`config.mk`:
```
export PLATFORM = sky130hd
export DESIGN_NAME = ree_ctrl
export DESIGN_NICKNAME = d
export VERILOG_FILES = /design/src/rtl/ree_pkg.sv /design/src/rtl/ree_ctrl.sv
export SDC_FILE = /design/constraint.sdc
export NUM_CORES = 1
export LEC_CHECK = 0
export BUFFER_PORTS_ARGS = -buffer_cell sky130_fd_sc_hd__buf_2
export CAP_MARGIN = 20
export CORE_UTILIZATION = 56
export CTS_CLUSTER_DIAMETER = 60
export DETAILED_ROUTE_END_ITERATION = 7
export PLACE_DENSITY = 0.84
export SKIP_CTS_REPAIR_TIMING = 1
export SLEW_MARGIN = 20
export SYNTH_ARGS = -nofsm -noshare
export SYNTH_HDL_FRONTEND = slang
export SYNTH_SLANG_ARGS = --single-unit
```
`constraint.sdc`:
```
create_clock -name clock -period 2.9 [get_ports clock]
set_input_delay 0.145 -clock clock [delete_from_list [all_inputs] [get_ports clock]]
set_output_delay 0.145 -clock clock [all_outputs]
set_load 0.1 [all_outputs]
```
`src/rtl/ree_pkg.sv`:
```
package ree_pkg;

   localparam int MAX_ELLIPSOIDS  = 64;
   localparam int FRAC_BITS       = 16;
   localparam int WORDS_PER_ENTRY = 9;
   localparam int STORE_DEPTH     = MAX_ELLIPSOIDS * WORDS_PER_ENTRY;
   localparam int ADDR_W          = $clog2(STORE_DEPTH);
   localparam int ENTRY_W         = 6;
   localparam int COUNT_W         = 7;
   localparam int WORD_W          = 4;
   localparam int CFG_W           = 31;
   localparam int ACC_W           = 50;
   localparam int OP_W            = 6;
   localparam int DIV_STEPS       = 32;
   localparam int REM_W           = ACC_W + FRAC_BITS;
   localparam int DSH_W           = ACC_W + DIV_STEPS - 1;

   localparam logic [COUNT_W-1:0] COUNT_MAX       = COUNT_W'(MAX_ELLIPSOIDS);
   localparam logic [WORD_W-1:0]  WORD_COUNT      = WORD_W'(WORDS_PER_ENTRY);
   localparam logic [CFG_W-1:0]   MAX_MAHAL_RESET = 31'd229376;
   localparam logic [CFG_W-1:0]   MIN_RANGE_RESET = 31'd0;
   localparam logic [CFG_W-1:0]   MAX_RANGE_RESET = 31'd7864320;
   localparam logic [COUNT_W-1:0] COUNT_RESET     = 7'd0;

   localparam logic [OP_W-1:0] OP_THR        = 6'd0;
   localparam logic [OP_W-1:0] OP_MAC1_FIRST = 6'd1;
   localparam logic [OP_W-1:0] OP_MAC1_LAST  = 6'd24;
   localparam logic [OP_W-1:0] OP_MAC2_FIRST = 6'd25;
   localparam logic [OP_W-1:0] OP_MAC2_LAST  = 6'd39;

   typedef enum logic [0:0] {
      CMD_LOAD = 1'b0,
      CMD_RAY  = 1'b1
   } command_type;

   typedef enum logic [1:0] {
      CSR_MAX_MAHAL,
      CSR_MIN_RANGE,
      CSR_MAX_RANGE,
      CSR_COUNT
   } csr_index_type;

   typedef enum logic [3:0] {
      OA_A00, OA_A01, OA_A02, OA_A11, OA_A12, OA_A22,
      OA_DX, OA_DY, OA_DZ, OA_EX, OA_EY, OA_EZ, OA_T, OA_MM
   } a_sel_type;

   typedef enum logic [4:0] {
      OB_VX, OB_VY, OB_VZ, OB_DX, OB_DY, OB_DZ,
      OB_AVX, OB_AVY, OB_AVZ, OB_ADX, OB_ADY, OB_ADZ,
      OB_EX, OB_EY, OB_EZ, OB_AEX, OB_AEY, OB_AEZ, OB_MM
   } b_sel_type;

   typedef enum logic [3:0] {
      D_AVX, D_AVY, D_AVZ, D_ADX, D_ADY, D_ADZ,
      D_EX, D_EY, D_EZ, D_AEX, D_AEY, D_AEZ,
      D_NUM, D_DEN, D_M2, D_THR
   } dest_type;

   typedef struct packed {
      a_sel_type a_sel;
      b_sel_type b_sel;
      logic      first;
      logic      last;
      dest_type  dest;
   } mac_op_type;

   typedef struct packed {
      logic               capture_ray;
      logic               load_en;
      logic               fetch_rd;
      logic [WORD_W-1:0]  fetch_word;
      logic [ENTRY_W-1:0] entry;
      logic               vsub;
      logic               issue;
      logic [OP_W-1:0]    op_idx;
      logic               div_init;
      logic               div_step;
      logic               div_end;
      logic               result_load;
      logic               last;
   } dp_cmd_type;

   typedef struct packed {
      logic [COUNT_W-1:0] count_n;
   } dp_status_type;

   function automatic logic signed [31:0] sat32(input logic signed [ACC_W-1:0] x);
      logic signed [ACC_W-1:0] hi;
      logic signed [ACC_W-1:0] lo;
      logic signed [31:0]      r;
      hi = {{(ACC_W-32){1'b0}}, 32'h7fffffff};
      lo = {{(ACC_W-32){1'b1}}, 32'h80000000};
      if (x > hi) begin
         r = 32'sh7fffffff;
      end else if (x < lo) begin
         r = 32'h80000000;
      end else begin
         r = x[31:0];
      end
      return r;
   endfunction

   function automatic mac_op_type mac_op(input logic [OP_W-1:0] idx);
      mac_op_type op;
      case (idx)
         6'd0:  op = '{OA_MM,  OB_MM,  1'b1, 1'b1, D_THR};
         6'd1:  op = '{OA_A00, OB_VX,  1'b1, 1'b0, D_AVX};
         6'd2:  op = '{OA_A01, OB_VY,  1'b0, 1'b0, D_AVX};
         6'd3:  op = '{OA_A02, OB_VZ,  1'b0, 1'b1, D_AVX};
         6'd4:  op = '{OA_A01, OB_VX,  1'b1, 1'b0, D_AVY};
         6'd5:  op = '{OA_A11, OB_VY,  1'b0, 1'b0, D_AVY};
         6'd6:  op = '{OA_A12, OB_VZ,  1'b0, 1'b1, D_AVY};
         6'd7:  op = '{OA_A02, OB_VX,  1'b1, 1'b0, D_AVZ};
         6'd8:  op = '{OA_A12, OB_VY,  1'b0, 1'b0, D_AVZ};
         6'd9:  op = '{OA_A22, OB_VZ,  1'b0, 1'b1, D_AVZ};
         6'd10: op = '{OA_A00, OB_DX,  1'b1, 1'b0, D_ADX};
         6'd11: op = '{OA_A01, OB_DY,  1'b0, 1'b0, D_ADX};
         6'd12: op = '{OA_A02, OB_DZ,  1'b0, 1'b1, D_ADX};
         6'd13: op = '{OA_A01, OB_DX,  1'b1, 1'b0, D_ADY};
         6'd14: op = '{OA_A11, OB_DY,  1'b0, 1'b0, D_ADY};
         6'd15: op = '{OA_A12, OB_DZ,  1'b0, 1'b1, D_ADY};
         6'd16: op = '{OA_A02, OB_DX,  1'b1, 1'b0, D_ADZ};
         6'd17: op = '{OA_A12, OB_DY,  1'b0, 1'b0, D_ADZ};
         6'd18: op = '{OA_A22, OB_DZ,  1'b0, 1'b1, D_ADZ};
         6'd19: op = '{OA_DX,  OB_AVX, 1'b1, 1'b0, D_NUM};
         6'd20: op = '{OA_DY,  OB_AVY, 1'b0, 1'b0, D_NUM};
         6'd21: op = '{OA_DZ,  OB_AVZ, 1'b0, 1'b1, D_NUM};
         6'd22: op = '{OA_DX,  OB_ADX, 1'b1, 1'b0, D_DEN};
         6'd23: op = '{OA_DY,  OB_ADY, 1'b0, 1'b0, D_DEN};
         6'd24: op = '{OA_DZ,  OB_ADZ, 1'b0, 1'b1, D_DEN};
         6'd25: op = '{OA_T,   OB_DX,  1'b1, 1'b1, D_EX};
         6'd26: op = '{OA_T,   OB_DY,  1'b1, 1'b1, D_EY};
         6'd27: op = '{OA_T,   OB_DZ,  1'b1, 1'b1, D_EZ};
         6'd28: op = '{OA_A00, OB_EX,  1'b1, 1'b0, D_AEX};
         6'd29: op = '{OA_A01, OB_EY,  1'b0, 1'b0, D_AEX};
         6'd30: op = '{OA_A02, OB_EZ,  1'b0, 1'b1, D_AEX};
         6'd31: op = '{OA_A01, OB_EX,  1'b1, 1'b0, D_AEY};
         6'd32: op = '{OA_A11, OB_EY,  1'b0, 1'b0, D_AEY};
         6'd33: op = '{OA_A12, OB_EZ,  1'b0, 1'b1, D_AEY};
         6'd34: op = '{OA_A02, OB_EX,  1'b1, 1'b0, D_AEZ};
         6'd35: op = '{OA_A12, OB_EY,  1'b0, 1'b0, D_AEZ};
         6'd36: op = '{OA_A22, OB_EZ,  1'b0, 1'b1, D_AEZ};
         6'd37: op = '{OA_EX,  OB_AEX, 1'b1, 1'b0, D_M2};
         6'd38: op = '{OA_EY,  OB_AEY, 1'b0, 1'b0, D_M2};
         6'd39: op = '{OA_EZ,  OB_AEZ, 1'b0, 1'b1, D_M2};
         default: op = '{OA_MM, OB_MM, 1'b1, 1'b0, D_THR};
      endcase
      return op;
   endfunction

endpackage

```
`src/rtl/ree_ctrl.sv`:
```
module ree_ctrl import ree_pkg::*; (
   input  logic          clock,
   input  logic          reset,
   input  logic          req_valid,
   output logic          req_ready,
   input  logic [0:0]    req_command,
   output logic          rsp_valid,
   input  logic          rsp_ready,
   input  dp_status_type status,
   output dp_cmd_type    cmd
);

   typedef enum logic [11:0] {
      S_IDLE    = 12'b000000000001,
      S_THR     = 12'b000000000010,
      S_FETCH   = 12'b000000000100,
      S_VSUB    = 12'b000000001000,
      S_MAC1    = 12'b000000010000,
      S_DRAIN1  = 12'b000000100000,
      S_DIVINIT = 12'b000001000000,
      S_DIV     = 12'b000010000000,
      S_DIVEND  = 12'b000100000000,
      S_MAC2    = 12'b001000000000,
      S_DRAIN2  = 12'b010000000000,
      S_RESULT  = 12'b100000000000
   } state_type;

   state_type          state_ff, state_in;
   logic [OP_W-1:0]    cnt_ff, cnt_in;
   logic [COUNT_W-1:0] entry_ff, entry_in;
   logic               rsp_valid_ff, rsp_valid_in;
   logic               accept;
   logic               is_ray;
   logic               last_entry;

   assign req_ready  = (state_ff == S_IDLE);
   assign rsp_valid  = rsp_valid_ff;
   assign accept     = req_valid && req_ready;
   assign is_ray     = (command_type'(req_command) == CMD_RAY);
   assign last_entry = (COUNT_W'(entry_ff + 1'b1) == status.count_n);

   always_comb begin
      cmd             = '0;
      cmd.capture_ray = accept && is_ray;
      cmd.load_en     = accept && !is_ray;
      cmd.fetch_rd    = (state_ff == S_FETCH) && (cnt_ff[WORD_W-1:0] < WORD_COUNT);
      cmd.fetch_word  = cnt_ff[WORD_W-1:0];
      cmd.entry       = entry_ff[ENTRY_W-1:0];
      cmd.vsub        = (state_ff == S_VSUB);
      cmd.issue       = (state_ff == S_THR) || (state_ff == S_MAC1) || (state_ff == S_MAC2);
      cmd.op_idx      = (state_ff == S_THR) ? OP_THR : cnt_ff;
      cmd.div_init    = (state_ff == S_DIVINIT);
      cmd.div_step    = (state_ff == S_DIV);
      cmd.div_end     = (state_ff == S_DIVEND);
      cmd.result_load = (state_ff == S_RESULT) && (!rsp_valid_ff || rsp_ready);
      cmd.last        = last_entry;
   end

   always_comb begin
      state_in = state_ff;
      cnt_in   = cnt_ff;
      entry_in = entry_ff;
      case (state_ff)
         S_IDLE: begin
            if (accept && is_ray && (status.count_n != '0)) begin
               state_in = S_THR;
               entry_in = '0;
            end
         end
         S_THR: begin
            state_in = S_FETCH;
            cnt_in   = '0;
         end
         S_FETCH: begin
            cnt_in = cnt_ff + 1'b1;
            if (cnt_ff == OP_W'(WORDS_PER_ENTRY)) begin
               state_in = S_VSUB;
            end
         end
         S_VSUB: begin
            state_in = S_MAC1;
            cnt_in   = OP_MAC1_FIRST;
         end
         S_MAC1: begin
            cnt_in = cnt_ff + 1'b1;
            if (cnt_ff == OP_MAC1_LAST) begin
               state_in = S_DRAIN1;
            end
         end
         S_DRAIN1: begin
            state_in = S_DIVINIT;
         end
         S_DIVINIT: begin
            state_in = S_DIV;
            cnt_in   = '0;
         end
         S_DIV: begin
            cnt_in = cnt_ff + 1'b1;
            if (cnt_ff == OP_W'(DIV_STEPS - 1)) begin
               state_in = S_DIVEND;
            end
         end
         S_DIVEND: begin
            state_in = S_MAC2;
            cnt_in   = OP_MAC2_FIRST;
         end
         S_MAC2: begin
            cnt_in = cnt_ff + 1'b1;
            if (cnt_ff == OP_MAC2_LAST) begin
               state_in = S_DRAIN2;
            end
         end
         S_DRAIN2: begin
            state_in = S_RESULT;
         end
         S_RESULT: begin
            if (cmd.result_load) begin
               if (last_entry) begin
                  state_in = S_IDLE;
               end else begin
                  state_in = S_FETCH;
                  cnt_in   = '0;
                  entry_in = entry_ff + 1'b1;
               end
            end
         end
         default: begin
            state_in = S_IDLE;
         end
      endcase
   end

   always_comb begin
      if (cmd.result_load) begin
         rsp_valid_in = 1'b1;
      end else if (rsp_ready) begin
         rsp_valid_in = 1'b0;
      end else begin
         rsp_valid_in = rsp_valid_ff;
      end
   end

   always_ff @(posedge clock) begin
      if (reset) begin
         state_ff     <= S_IDLE;
         cnt_ff       <= '0;
         entry_ff     <= '0;
         rsp_valid_ff <= 1'b0;
      end else begin
         state_ff     <= state_in;
         cnt_ff       <= cnt_in;
         entry_ff     <= entry_in;
         rsp_valid_ff <= rsp_valid_in;
      end
   end

endmodule

```
# Word level (Yosys, flattened, before mapping)
# Cells that the tools add are included.
classes:
  reduce_logical: 20
  n_mux: 18
  div_mod_pow: 0
  bitwise_logic: 0
  mul: 0
  eq_ne: 24
  magnitude_cmp: 1
  shift: 0
  add_sub_neg: 2
op_table:
  columns: ["op", "n"]
  rows:
  - ["$pmux W12 S12", 1]
  - ["$mux W12", 6]
  - ["$pmux W6 S5", 1]
  - ["$mux W7", 3]
  - ["$mux W6", 3]
  - ["$pmux W7 S2", 1]
  - ["$eq A12 B1 Y1 const B", 1]
  - ["$eq A12 B10 Y1 const B", 1]
  - ["$eq A12 B11 Y1 const B", 1]
  - ["$eq A12 B12 Y1 const B", 1]
  - ["$eq A12 B2 Y1 const B", 1]
  - ["$eq A12 B3 Y1 const B", 1]
  - ["$eq A12 B4 Y1 const B", 1]
  - ["$eq A12 B5 Y1 const B", 1]
  - ["$eq A12 B6 Y1 const B", 1]
  - ["$eq A12 B7 Y1 const B", 1]
  - ["$eq A12 B8 Y1 const B", 1]
  - ["$eq A12 B9 Y1 const B", 1]
  - ["$eq A6 B5 Y1 const B", 2]
  - ["$ne A2 B1 Y1 const B", 5]
  - ["$add A7 B1 Y7 const B", 1]
  - ["$eq A7 B7 Y1", 1]
  - ["$reduce_bool A7 Y1", 1]
  - ["$add A6 B1 Y6 const B", 1]
  - ["16 further kinds", 27]
totals:
  in_bits: 12
  romBits: 0
  ramBits: 0
  word_cells: 69
  latch_bits: 0
  output_inout_bits: 28
  reg_bits: 26
  memories: 0

# Logic depth before layout (Yosys ltp)
logic_depth:
  ltp_word: 6
  ltp_mapped: 8
  depth_no_buf: 7

# Worst setup path after synthesis
# No wires, ideal clock.
synth_path:
  path_type: "flip-flop to output port"
  startpoint: "register state_ff[10]"
  endpoint: "output cmd[24] in the netlist's numbering"
  path_buffers: 1
  path_slack_ns: -0.490
  path_stages_with_launch: 8
  required_ns: 2.755
  arrival_ns: 3.245
  path_cell_list: "dfxtp_1 -> buf_2 -> nor4_2 -> and2_4 -> nand3_1 -> inv_1 -> nand2_1 -> nor2_1"
synth_rtl:
  columns: ["item", "line_no", "text"]
  rows:
  - ["start, declared", "ree_ctrl.sv:28", "state_type state_ff, state_in;"]
  - ["start signal, assigned", "ree_ctrl.sv:150", "state_ff <= state_in;"]
  - ["end, declared", "ree_ctrl.sv:10", "output dp_cmd_type cmd"]

==> summary.txt <==
number of max-cap violations - 0
worst-skew pair later-pin latency - 0.28 ns
Routed WL - 5020 um
top-count cell post-synth - nor2_1
Setup Viol. Count Final - 0
syn_nets - 279
unrepaired setup endpoints after global routing - no
highest routed layer - met4
total power - 1.17 mW
CP Max Fanout - 10
Static Leakage - 0.896 nW
vias per inst - 6.08
crit share post-route - 93.2%
CTS tree - yes
vias in the first global route - 1707
simple-gate share of the synthesized area - 35.3%
GPL Wtd Cong - 0.934
Worst setup SP type - register
Least-Margin Pin Slew - 0.612 ns
Synth Area in XOR/XNOR - 6.80%
largest net degree at the start of global routing - 21
CTS H-Tree Depth - 1
DR DRC count - 0
Clock transition at path regs - 0.10 ns
Main synth FF type - dfxtp_1
Syn. warnings - 0
# IOs - 40
first-pass GRT wire length - 8460 um
Critical Path RT - 2.76 ns
Initial Utilization - 59.9%
Die Height - 62.7 um
mapped cell area - 2060 sq um
final hold vios - 0
Worst Hold Class - in -> reg
wire per inst - 15.4 um
crit path DAT - 2.56 ns
TritonRoute pass-1 iters - 5
Peak Freq - 370 MHz
status - finished clean
hold slack - 0.216 ns
Nets - 298
Worst setup EP type - output port
area grow syn2layout - 8.80%
number of synthesized flops with an enable pin - 0
# rows - 21
Yosys reg bits - 26
# port buffers - 39
Met3 Routed Length - 330 um
Mapped Avg Cell Area - 7.87 sq um
total CTS buffers - 3
Post-DRT Antenna Nets - 0
hpwl dp - 3790 um
Synth Instances - 262
CTS root buf - clkbuf_8
initial drt markers - 169
VDD IR max - 249 uV
Clock Sinks - 26
area leader, netlist - dfxtp_1
Core ar. - 3440 sq um
Filler cells - 299
Pins Over Slew Limit - 0
Adder-Cell Fraction of Synth Area - 3.03%
Period minus WS final - 2.70 ns
Final Util - 65.2%
Die ar. - 3930 sq um
# diodes - 0
largest family of logic cells by synthesized area - simple AND/OR/NAND/NOR gates
slew margin rel. - 58.9%
initial antenna violation count - 0
clock skew - 0.00946 ns
top post-synthesis cells by area - dfxtp_1 25%, nor2_1 5.6%, buf_4 4.7%
Die Span X - 62.7 um
pwr dens - 521 nW/um^2
Clock Tree Buf Depth - 2
complex-gate fraction of the synthesized area - 20.6%
Metal-1 WL - 2420 um
critical path class - reg -> out
share of layout cells above drive strength 1 - 22.9%
WL met2 - 2190 um
setup slack, reg-to-reg - 0.47 ns
register area share after synthesis - 25.2%
mux cell area share after synthesis - 0%
vias - 1981
GRT Overall Usage - 26.4%
share of the synthesized area in the top cell type - 25.2%
synth unique cells - 58
GRT Residual Overflow - 0
asr flop ratio synth - 0%
Commonest cells post-synth - 31 x nor2_1, 26 x dfxtp_1, 20 x nand2_1, 13 x buf_4, 11 x nand3_1
[layer usage]
metal	global-route usage, %	vias up
li1	-	979
met1	39.7	909
met2	39.0	84
met3	2.92	9
met4	8.14	0
met5	0	-
[where the power goes]
group          leakage [nW]  internal, mW  switching [mW]
Clock                0.0357         0.185           0.123
Sequential            0.210         0.371          0.0242
Combinational         0.650         0.122           0.345
[metrics by stage]
step                area [sq um]  setup WS (ns)  setup TNS, ns  instances
detailed placement          2170          0.450              0        322
CTS                         2240          0.132              0        326
global route                2240       0.000127              0        326
global placement            2170          0.493              0        322
finish                      2240          0.197              0        326
floorplan                   2070        -0.0618        -0.0618        262
[critical path, stage by stage, from the launching register on]
cell and delay [ns]:
dfxtp_1 0.38, nor4_4 0.61, nand3_2 0.18, or3b_1 0.51
nor2_1 0.16, buf_2 0.44
[flip-flops by register name, indices dropped and copies added, names as in the netlist]
register	cells
cnt_ff	6
entry_ff	7
rsp_valid	1
state_ff	12
[path summary, 6_finish.rpt]
check        cells past startpoint                  endpoint                     start
max                              5                    cmd[1]  state_ff[0]$_SDFFE_PP1P_
min                              4    rsp_valid$_SDFFE_PP0P_                 rsp_ready
max reg2reg                      7    cnt_ff[0]$_SDFFE_PP0P_  entry_ff[0]$_SDFFE_PP0P_
min reg2reg                      2  entry_ff[6]$_SDFFE_PP0P_  entry_ff[6]$_SDFFE_PP0P_
[final cells by class]
| class | instances | area [sq um] | area share, % |
|---|---|---|---|
| Inverter | 7 | 26.3 | 1.17 |
| Multi-Input combinational cell | 203 | 1360 | 60.7 |
| Clock inverter | 1 | 30.0 | 1.34 |
| Timing Repair Buffer | 40 | 205 | 9.15 |
| Sequential cell | 26 | 520 | 23.2 |
| Tap cell | 46 | 57.6 | 2.57 |
| Clock buffer | 3 | 41.3 | 1.84 |
[cell usage in the layout, fill, tap and decap left out, types with 4 or more instances in the layout]
cell      synthesis  layout
dfxtp_1          26      26
a21oi_1           8       8
nor2_1           31      29
nor4_1            6       6
o21ai_0           7       7
nor2b_1           5       5
buf_2             6      38
nand4_1           8       8
a211oi_1          6       6
nand3_1          11      11
xnor2_1           8       8
xor2_1            8       8
o21ai_1           5       5
inv_1             7       7
nand2_1          20      20
ha_1              5       4
nand2b_1          8       8
nor3_1           10      10
[kinds of logic (layout without fill, tap and decap cells)]
group / after synthesis / after routing
and+or+nand+nor: 128 / 128
adders and majority gates: 5 / 5
AOI/OAI and AO/OA: 54 / 54
DFF: 26 / 26
xor gates and xnor gates: 16 / 16
buffers and inverters: 33 / 51
Power figures use the tool's default switching activity.
